--- src/design/dwpi_pkg.sv ---
// Shared types, register codes and fixed-point constants for the dual wheel
// PI controller. No dependencies; imported by every module of the block.
`timescale 1ns / 1ps

package dwpi_pkg;

    localparam int CFG_IDX_W = 3;

    localparam logic [CFG_IDX_W-1:0] REG_PROP_GAIN      = 3'd0;
    localparam logic [CFG_IDX_W-1:0] REG_INTEG_GAIN     = 3'd1;
    localparam logic [CFG_IDX_W-1:0] REG_FF_GAIN        = 3'd2;
    localparam logic [CFG_IDX_W-1:0] REG_SPEED_PER_TICK = 3'd3;
    localparam logic [CFG_IDX_W-1:0] REG_PWM_TOP        = 3'd4;

    localparam logic [15:0] RST_PROP_GAIN      = 16'd1024;
    localparam logic [15:0] RST_INTEG_GAIN     = 16'd128;
    localparam logic [15:0] RST_FF_GAIN        = 16'd741;
    localparam logic [15:0] RST_SPEED_PER_TICK = 16'd26396;
    localparam logic [15:0] RST_PWM_TOP        = 16'd999;

    // +-100 percent, in Q8.8 and whole
    localparam logic signed [15:0] PCT_LIMIT_Q = 16'sd25600;
    localparam logic signed [7:0]  PCT_LIMIT   = 8'sd100;

    // shared multiplier of each lane
    localparam int MUL_W  = 25;
    localparam int PROD_W = 2 * MUL_W;

    // floor(n / 100) = (n * DIV100_MUL) >> DIV100_SHIFT, exact for n < 2^23
    localparam logic signed [MUL_W-1:0] DIV100_MUL = 25'sd10737419;
    localparam int DIV100_SHIFT = 30;

    typedef struct packed {
        logic [15:0] prop_gain;
        logic [15:0] integ_gain;
        logic [15:0] ff_gain;
        logic [15:0] speed_per_tick;
        logic [15:0] pwm_top;
    } dwpi_cfg_t;

    typedef struct packed {
        logic start;
        logic clear;
        logic enable;
    } lane_ctl_t;

    typedef struct packed {
        logic busy;
        logic done;
    } lane_stat_t;

    typedef struct packed {
        logic signed [15:0] speed;
        logic signed [7:0]  drive;
        logic [15:0]        leg1;
        logic [15:0]        leg2;
    } lane_res_t;

endpackage

--- src/design/dwpi_ifs.sv ---


interface dwpi_result_if;
    import dwpi_pkg::*;
    logic               valid;
    logic               ready;
    logic [15:0]        left_leg1_compare;
    logic [15:0]        left_leg2_compare;
    logic [15:0]        right_leg1_compare;
    logic [15:0]        right_leg2_compare;
    logic signed [15:0] speed_left;
    logic signed [15:0] speed_right;
    logic signed [7:0]  drive_left;
    logic signed [7:0]  drive_right;

    modport source (output valid, left_leg1_compare, left_leg2_compare, right_leg1_compare,
                    right_leg2_compare, speed_left, speed_right, drive_left, drive_right,
                    input ready);
    modport sink   (input valid, left_leg1_compare, left_leg2_compare, right_leg1_compare,
                    right_leg2_compare, speed_left, speed_right, drive_left, drive_right,
                    output ready);
endinterface


--- src/design/dwpi_merge.sv ---
// Merge stage: joins the two lane results into one output word and holds it
// until the sink takes it. Uses dwpi_pkg and dwpi_result_if.
`timescale 1ns / 1ps

module dwpi_merge
    import dwpi_pkg::*;
(
    input  logic                  clk,
    input  logic                  rst_n,
    input  lane_stat_t            stat_l,
    input  lane_stat_t            stat_r,
    input  lane_res_t             res_l,
    input  lane_res_t             res_r,
    output logic                  take,
    dwpi_result_if.source         result
);

    logic      valid_reg;
    lane_res_t left_reg, right_reg;

    // lanes run in lockstep; load when the output slot is free
    assign take = stat_l.done && stat_r.done && (!valid_reg || result.ready);

    always_ff @(posedge clk or negedge rst_n)
    begin
        if (!rst_n)
            valid_reg <= 1'b0;
        else if (take)
            valid_reg <= 1'b1;
        else if (result.ready)
            valid_reg <= 1'b0;
    end

    always_ff @(posedge clk)
    begin
        if (take)
        begin
            left_reg  <= res_l;
            right_reg <= res_r;
        end
    end

    assign result.valid              = valid_reg;
    assign result.left_leg1_compare  = left_reg.leg1;
    assign result.left_leg2_compare  = left_reg.leg2;
    assign result.right_leg1_compare = right_reg.leg1;
    assign result.right_leg2_compare = right_reg.leg2;
    assign result.speed_left         = left_reg.speed;
    assign result.speed_right        = right_reg.speed;
    assign result.drive_left         = left_reg.drive;
    assign result.drive_right        = right_reg.drive;

endmodule

--- src/flat_wrapper.sv ---
// flat-port wrapper written by rule: the top's interface ports become plain ports
module dwpi_merge_flat import dwpi_pkg::*;
  (clk, rst_n, stat_l, stat_r, res_l, res_r, take, result_valid, result_left_leg1_compare, result_left_leg2_compare, result_right_leg1_compare, result_right_leg2_compare, result_speed_left, result_speed_right, result_drive_left, result_drive_right, result_ready);
  dwpi_result_if result_i ();
  input  logic clk;
  input  logic rst_n;
  input  lane_stat_t stat_l;
  input  lane_stat_t stat_r;
  input  lane_res_t res_l;
  input  lane_res_t res_r;
  output logic take;
  output wire logic [$bits(result_i.valid)-1:0] result_valid;
  output wire logic [$bits(result_i.left_leg1_compare)-1:0] result_left_leg1_compare;
  output wire logic [$bits(result_i.left_leg2_compare)-1:0] result_left_leg2_compare;
  output wire logic [$bits(result_i.right_leg1_compare)-1:0] result_right_leg1_compare;
  output wire logic [$bits(result_i.right_leg2_compare)-1:0] result_right_leg2_compare;
  output wire logic [$bits(result_i.speed_left)-1:0] result_speed_left;
  output wire logic [$bits(result_i.speed_right)-1:0] result_speed_right;
  output wire logic [$bits(result_i.drive_left)-1:0] result_drive_left;
  output wire logic [$bits(result_i.drive_right)-1:0] result_drive_right;
  input wire logic [$bits(result_i.ready)-1:0] result_ready;
  assign result_valid = result_i.valid;
  assign result_left_leg1_compare = result_i.left_leg1_compare;
  assign result_left_leg2_compare = result_i.left_leg2_compare;
  assign result_right_leg1_compare = result_i.right_leg1_compare;
  assign result_right_leg2_compare = result_i.right_leg2_compare;
  assign result_speed_left = result_i.speed_left;
  assign result_speed_right = result_i.speed_right;
  assign result_drive_left = result_i.drive_left;
  assign result_drive_right = result_i.drive_right;
  assign result_i.ready = result_ready;
  dwpi_merge u_core (.clk(clk), .rst_n(rst_n), .stat_l(stat_l), .stat_r(stat_r), .res_l(res_l), .res_r(res_r), .take(take), .result(result_i));
endmodule
--- config.mk ---
export PLATFORM = sky130hd
export DESIGN_NAME = dwpi_merge_flat
export DESIGN_NICKNAME = d
export VERILOG_FILES = /design/src/design/dwpi_pkg.sv /design/src/design/dwpi_ifs.sv /design/src/design/dwpi_merge.sv /design/src/flat_wrapper.sv
export SDC_FILE = /design/constraint.sdc
export NUM_CORES = 1
export LEC_CHECK = 0
export BUFFER_PORTS_ARGS = -buffer_cell sky130_fd_sc_hd__buf_2
export CAP_MARGIN = 20
export CORE_ASPECT_RATIO = 1.1
export CORE_MARGIN = 10
export CORE_UTILIZATION = 37
export CTS_BUF_LIST = sky130_fd_sc_hd__clkbuf_16
export DETAILED_ROUTE_END_ITERATION = 8
export PLACE_DENSITY_LB_ADDON = 0.2
export SLEW_MARGIN = 30
export SYNTH_ARGS = -nofsm -noshare
export SYNTH_HDL_FRONTEND = slang
export SYNTH_SLANG_ARGS = --single-unit
--- constraint.sdc ---
create_clock -name clk -period 3.7 [get_ports clk]
set_input_delay 0.37 -clock clk [delete_from_list [all_inputs] [get_ports clk]]
set_output_delay 0.37 -clock clk [all_outputs]
set_load 0.005 [all_outputs]
==> metrics.txt, run 1 <==
# TYPE chip_impl_metric gauge
chip_impl_metric{name="groute.layer.met2.usage",unit="%"} 22.74
chip_impl_metric{name="detailedPlacementHpwl",unit="um"} 7768
chip_impl_metric{name="clk_latency",unit="ns"} 0.39
chip_impl_metric{name="multi_input_area",unit="um2"} 28.78
chip_impl_metric{name="worstMarginPinSlew",unit="ns"} 0.5539
chip_impl_metric{name="power.density",unit="nW/um2"} 562.6
chip_impl_metric{name="port_buffer_count",unit=""} 230
chip_impl_metric{name="area.growth.synth_to_final",unit="%"} 53.13
chip_impl_metric{name="netlist_area",unit="um2"} 3417
chip_impl_metric{name="post_synth_inst_count",unit=""} 118
chip_impl_info{name="rsz0062_at_grt",value="false"} 1
chip_impl_metric{name="initial_utilization",unit="%"} 38.31
chip_impl_metric{name="cts_buffers",unit=""} 17
chip_impl_info{name="synth_area_leaders",value="edfxtp_1 (98%), dfrtp_1 (0.73%), a21oi_2 (0.26%)"} 1
chip_impl_metric{name="layout-drive-gt1-share",unit="%"} 67.98
chip_impl_info{name="synthMostInstantiatedCell",value="edfxtp_1"} 1
chip_impl_metric{name="via_count",unit=""} 2135
chip_impl_metric{name="floorplan.core_area",unit="um2"} 8919
chip_impl_info{name="hp-class",value="in -> reg"} 1
chip_impl_metric{name="critPathMaxFanout",unit=""} 17
chip_impl_metric{name="final_net_count",unit=""} 490
chip_impl_info{name="timing.critical_path.from_type",value="register"} 1
chip_impl_metric{name="power.static_leakage",unit="nW"} 2.246
chip_impl_metric{name="drtAntennaViolNets",unit=""} 0
chip_impl_metric{name="worst_setup_hold_path_clk_slew",unit="ns"} 0.05
chip_impl_metric{name="postSynthRegisterBits",unit=""} 113
chip_impl_info{name="run_status",value="completed"} 1
chip_impl_metric{name="detail_route.drc_violations",unit=""} 0
chip_impl_metric{name="finClkSkew",unit="ns"} 0.005482
chip_impl_metric{name="die_w",unit="um"} 111.6
chip_impl_metric{name="report.power.total",unit="W"} 0.002944
chip_impl_metric{name="post_cts_buffers",unit=""} 0
chip_impl_metric{name="yosys.area_share.adder",unit="%"} 0
chip_impl_metric{name="dr.first_iter.drc_count",unit=""} 67
chip_impl_metric{name="synth_compound_area_share",unit="%"} 0.5126
chip_impl_metric{name="netlist-cell-type-count",unit=""} 6
chip_impl_metric{name="ys_seq_area_share",unit="%"} 99.16
chip_impl_metric{name="min_period_over_period",unit="%"} 56.26
chip_impl_metric{name="final.fill_count",unit=""} 739
chip_impl_metric{name="final-hold-violation-count",unit=""} 0
chip_impl_info{name="synth.largest_area_cell",value="edfxtp_1"} 1
chip_impl_metric{name="dieArea",unit="um2"} 13480
chip_impl_metric{name="grt_pass1_vias",unit=""} 2430
chip_impl_metric{name="grt_util_all_layers",unit="%"} 14.24
chip_impl_metric{name="antenna_violations_before_repair",unit=""} 0
chip_impl_metric{name="timing.max_slew.rel_slack",unit="%"} 63.07
chip_impl_metric{name="globalRouteMet1Util",unit="%"} 14.87
chip_impl_metric{name="synth_edf_count",unit=""} 112
chip_impl_metric{name="max-clock-path-buffers",unit=""} 2
chip_impl_metric{name="async_flop_share",unit="%"} 0.8850
chip_impl_metric{name="syn_nets",unit=""} 237
chip_impl_metric{name="synthXorXnorAreaFrac",unit="%"} 0
chip_impl_metric{name="fp.dieH",unit="um"} 120.8
chip_impl_metric{name="synth_top_cell_area_share",unit="%"} 98.43
chip_impl_metric{name="pin_count_of_the_biggest_net_entering_global_routing",unit=""} 47
chip_impl_info{name="synth-main-ff-cell",value="edfxtp_1"} 1
chip_impl_metric{name="antenna_cells",unit=""} 0
chip_impl_metric{name="final-max-slew-violation-count",unit=""} 0
chip_impl_metric{name="grt_pass1_wl",unit="um"} 14360
chip_impl_metric{name="ys.warnings.count",unit=""} 0
chip_impl_metric{name="placementRows",unit=""} 36
chip_impl_metric{name="gp_routability_congestion",unit=""} 0.7756
chip_impl_info{name="worstSetupPathType",value="reg -> out"} 1
chip_impl_info{name="globalRoute.busiestLayer",value="met2"} 1
chip_impl_metric{name="grt_overflow",unit=""} 0
chip_impl_metric{name="pre_repair_dr_iteration_count",unit=""} 4
chip_impl_metric{name="req_time_crit_path",unit="ns"} 3.33
chip_impl_metric{name="max_freq",unit="MHz"} 480.4
chip_impl_metric{name="maxCapViolCount",unit=""} 0
chip_impl_metric{name="ios",unit=""} 233
chip_impl_metric{name="ff_latch_area",unit="um2"} 3388
chip_impl_metric{name="ctsHtreeMaxLevel",unit=""} 4
chip_impl_metric{name="final_period_minus_worst_setup_slack",unit="ns"} 2.082
chip_impl_metric{name="timing.setup.tns",unit="ns"} 0
chip_impl_metric{name="critical_path_arrival",unit="ns"} 1.71
chip_impl_info{name="synth_top_family_by_area",value="compound AO/OA/AOI/OAI gates"} 1
chip_impl_info{name="worstSetupEndpointType",value="output port"} 1
chip_impl_info{name="root_buffer",value="clkbuf_16"} 1
chip_impl_metric{name="synth_simple_gate_area_share",unit="%"} 0.1098
chip_impl_metric{name="grt.met3_usage",unit="%"} 8.803
chip_impl_metric{name="cts-hold-fix-buffers",unit=""} 1
chip_impl_metric{name="finalWirelength",unit="um"} 9581
chip_impl_metric{name="avgViaCountPerCell",unit=""} 4.313
chip_impl_metric{name="wl_per_instance",unit="um"} 19.36
chip_impl_metric{name="setup-violations-final",unit=""} 0
chip_impl_metric{name="post_synth_mux_area_share",unit="%"} 0
chip_impl_info{name="synth_top_cells_by_count",value="edfxtp_1 (112), inv_1 (2)"} 1
chip_impl_metric{name="cts.sink_count",unit=""} 113
chip_impl_metric{name="power.ir.vdd_worst",unit="V"} 0.0003150
chip_impl_info{name="cts_tree",value="yes"} 1
chip_impl_metric{name="synthesis.area_per_instance",unit="um2"} 28.96
chip_impl_metric{name="ctsResizeCount",unit=""} 0
==> final cells by class <==
cell class                      count  share of cell area [%]
Inverter                            2                  0.1435
Sequential cell                   113                   64.75
Multi-Input combinational cell      3                  0.5500
Clock buffer                       17                   8.130
Tap cell                          114                   2.726
Clock inverter                     12                   1.076
Timing Repair Buffer              234                   22.62
==> where the power goes <==
group	switching [W]	leakage, nW	internal [W]
Sequential	0.0000128	1.05	0.00148
Combinational	0.0000754	0.944	0.0000781
Clock	0.000483	0.248	0.000817
==> worst max-delay path: stages, from the launching register on <==
cell and delay [ns]:
dfrtp_1 0.41, a21oi_4 0.42, buf_4 0.33, buf_2 0.16
==> per-layer routing <==
layer,vias to the layer above,routed length [um]
met4,0,68
li1,982,-
met2,157,4712
met1,990,3567
met3,6,1232
met5,-,0
==> layout by cell type, fill, tap and decap left out <==
| master | n |
|---|---|
| buf_2 | 230 |
| edfxtp_1 | 112 |
| clkbuf_16 | 17 |
| clkinv_2 | 6 |
| inv_1 | 4 |
| clkinv_1 | 3 |
| buf_4 | 3 |
| nand2_1 | 1 |
| a21oi_4 | 1 |
| o21ai_2 | 1 |
| clkinvlp_4 | 1 |
| dlygate4sd3_1 | 1 |
| dfrtp_1 | 1 |
==> final timing paths <==
path	from	endpoint	slack, ns	cells past startpoint
max	u_core.result.valid	take	1.62	3
min	res_r[37]	u_core.result.drive_right[5]	0.15	1
max reg2reg	u_core.result.valid	u_core.result.drive_right[4]	1.92	2
min reg2reg	u_core.result.valid	u_core.result.valid	0.58	2
max in group asynchronous	rst_n	u_core.result.valid	3.34	2
min in group asynchronous	rst_n	u_core.result.valid	0.28	2
==> per-stage QoR <==
stage	instance area [um2]	utilization (%)	hold slack, ns	std cells	worst slack (ns)
3_5_place_dp	4741	53.16	0.1458	465	1.760
5_1_grt	5233	58.67	0.1302	495	1.483
6_report	5233	58.67	0.1505	495	1.618
2_1_floorplan	3425	-	0.07441	118	0.9306
4_1_cts	5233	58.67	0.1324	495	1.578
3_3_place_gp	4741	53.16	0.1453	465	1.777
==> kinds of logic after synthesis <==
group | count (synthesis)
buf+inv | 2
simple gates | 1
flops | 113
compound gates | 2
No activity file was read; power rests on OpenSTA's default activity.
==> inputs of run 2 (changes only) <==
ABC_AREA = 1   (was not set)
CORE_UTILIZATION = 41   (was 37)
clock period = 2 ns   (was 3.7 ns; I/O delays follow)
==> metrics.txt, run 2 <==
# TYPE chip_impl_metric gauge
chip_impl_info{name="run_status",value="did not finish"} 1
chip_impl_info{name="flow.stopped_at",value="4_1_cts"} 1
chip_impl_info{name="first-error",value="[ERROR RSZ-0060] Max buffer count reached."} 1
chip_impl_metric{name="die_w",unit="um"} 107.0
chip_impl_metric{name="max-clock-path-buffers",unit=""} 2
chip_impl_metric{name="async_flop_share",unit="%"} 0.8850
chip_impl_metric{name="synth_edf_count",unit=""} 112
chip_impl_metric{name="synth_top_cell_area_share",unit="%"} 98.57
chip_impl_metric{name="syn_nets",unit=""} 237
chip_impl_info{name="synth.largest_area_cell",value="edfxtp_1"} 1
chip_impl_metric{name="port_buffer_count",unit=""} 230
chip_impl_metric{name="ctsHtreeMaxLevel",unit=""} 4
chip_impl_metric{name="placementRows",unit=""} 34
chip_impl_metric{name="ctsResizeCount",unit=""} 0
chip_impl_info{name="synth_top_cells_by_count",value="edfxtp_1 (112), nand2_1 (3), a21oi_2 (1), dfrtp_1 (1), inv_1 (1)"} 1
chip_impl_metric{name="ys.warnings.count",unit=""} 0
chip_impl_metric{name="post_cts_buffers",unit=""} 0
chip_impl_metric{name="fp.dieH",unit="um"} 115.7
chip_impl_metric{name="netlist-cell-type-count",unit=""} 5
chip_impl_info{name="synth-main-ff-cell",value="edfxtp_1"} 1
chip_impl_metric{name="cts_buffers",unit=""} 17
chip_impl_info{name="root_buffer",value="clkbuf_16"} 1
chip_impl_metric{name="dpl.cell_count",unit=""} 458
chip_impl_metric{name="ys_seq_area_share",unit="%"} 99.30
chip_impl_metric{name="cts.sink_count",unit=""} 113
chip_impl_metric{name="synthesis.area_per_instance",unit="um2"} 28.92
chip_impl_metric{name="postSynthRegisterBits",unit=""} 113
chip_impl_metric{name="initial_utilization",unit="%"} 42.66
chip_impl_metric{name="ios",unit=""} 233
chip_impl_metric{name="post_synth_inst_count",unit=""} 118
chip_impl_info{name="synth_area_leaders",value="edfxtp_1 (99%), dfrtp_1 (0.73%), nand2_1 (0.33%)"} 1
chip_impl_metric{name="gp_routability_congestion",unit=""} 0.7291
chip_impl_metric{name="netlist_area",unit="um2"} 3412
chip_impl_info{name="synthMostInstantiatedCell",value="edfxtp_1"} 1
chip_impl_metric{name="cts-hold-fix-buffers",unit=""} 101
run 2: changes by cell type after synthesis, sizes merged:
cell,before,now
inv,2,1
o21ai,1,0
nand2,1,3
run 2: logic make-up after synthesis:
group | count (synthesis) | synth area share (%)
flops | 113 | 99.30
simple gates | 3 | 0.3300
compound gates | 1 | 0.2567
buf+inv | 1 | 0.1099
run 2: metrics by stage:
| stage | utilization [%] | setup slack (ns) | area, um2 |
|---|---|---|---|
| floorplan | - | -0.7456 | 3420 |
| global placement | 59.34 | 0.7001 | 4746 |
| detailed placement | 59.34 | 0.6848 | 4746 |
==> inputs of run 3 (changes only) <==
CORE_ASPECT_RATIO = not set   (was 1.1)
CORE_UTILIZATION = 40   (was 41)
CTS_BUF_LIST = not set   (was sky130_fd_sc_hd__clkbuf_16)
PLACE_DENSITY_LB_ADDON = 0.15   (was 0.2)
==> metrics.txt, run 3 <==
# TYPE chip_impl_metric gauge
chip_impl_info{name="run_status",value="did not finish"} 1
chip_impl_info{name="flow.stopped_at",value="4_1_cts"} 1
chip_impl_info{name="first-error",value="[ERROR RSZ-0060] Max buffer count reached."} 1
chip_impl_info{name="synth-main-ff-cell",value="edfxtp_1"} 1
chip_impl_metric{name="cts-hold-fix-buffers",unit=""} 101
chip_impl_metric{name="die_w",unit="um"} 112.4
chip_impl_metric{name="postSynthRegisterBits",unit=""} 113
chip_impl_metric{name="synth_edf_count",unit=""} 112
chip_impl_metric{name="port_buffer_count",unit=""} 230
chip_impl_metric{name="placementRows",unit=""} 33
chip_impl_metric{name="ios",unit=""} 233
chip_impl_metric{name="ys.warnings.count",unit=""} 0
chip_impl_metric{name="synthesis.area_per_instance",unit="um2"} 28.92
chip_impl_metric{name="syn_nets",unit=""} 237
chip_impl_metric{name="max-clock-path-buffers",unit=""} 2
chip_impl_metric{name="fp.dieH",unit="um"} 112.4
chip_impl_metric{name="post_cts_buffers",unit=""} 0
chip_impl_info{name="synth.largest_area_cell",value="edfxtp_1"} 1
chip_impl_metric{name="ctsHtreeMaxLevel",unit=""} 4
chip_impl_metric{name="initial_utilization",unit="%"} 41.32
chip_impl_metric{name="detailedPlacementHpwl",unit="um"} 7500
chip_impl_metric{name="netlist_area",unit="um2"} 3412
chip_impl_info{name="synth_area_leaders",value="edfxtp_1 (99%), dfrtp_1 (0.73%), nand2_1 (0.33%)"} 1
chip_impl_metric{name="cts.sink_count",unit=""} 113
chip_impl_metric{name="gp_routability_congestion",unit=""} 0.7143
chip_impl_metric{name="ctsResizeCount",unit=""} 0
chip_impl_metric{name="ys_seq_area_share",unit="%"} 99.30
chip_impl_info{name="synth_top_cells_by_count",value="edfxtp_1 (112), nand2_1 (3), a21oi_2 (1), dfrtp_1 (1), inv_1 (1)"} 1
chip_impl_metric{name="post_synth_inst_count",unit=""} 118
chip_impl_metric{name="async_flop_share",unit="%"} 0.8850
chip_impl_metric{name="cts_buffers",unit=""} 17
chip_impl_metric{name="netlist-cell-type-count",unit=""} 5
chip_impl_metric{name="synth_top_cell_area_share",unit="%"} 98.57
chip_impl_info{name="root_buffer",value="clkbuf_8"} 1
chip_impl_info{name="synthMostInstantiatedCell",value="edfxtp_1"} 1
run 3: cell counts after synthesis:
Identical to the previous run, type by type.
run 3: cell families after synthesis:
| family | count (synthesis) | synth area share [%] |
|---|---|---|
| simple gates | 3 | 0.3300 |
| compound gates | 1 | 0.2567 |
| buf+inv | 1 | 0.1099 |
| flops | 113 | 99.30 |
run 3: per-stage QoR:
stage | setup slack, ns | TNS, ns | area, um2 | cells
after detailed placement | 0.5440 | 0 | 4750 | 456
after global placement | 0.5823 | 0 | 4750 | 456
after floorplan | -0.7456 | -84.01 | 3420 | 118
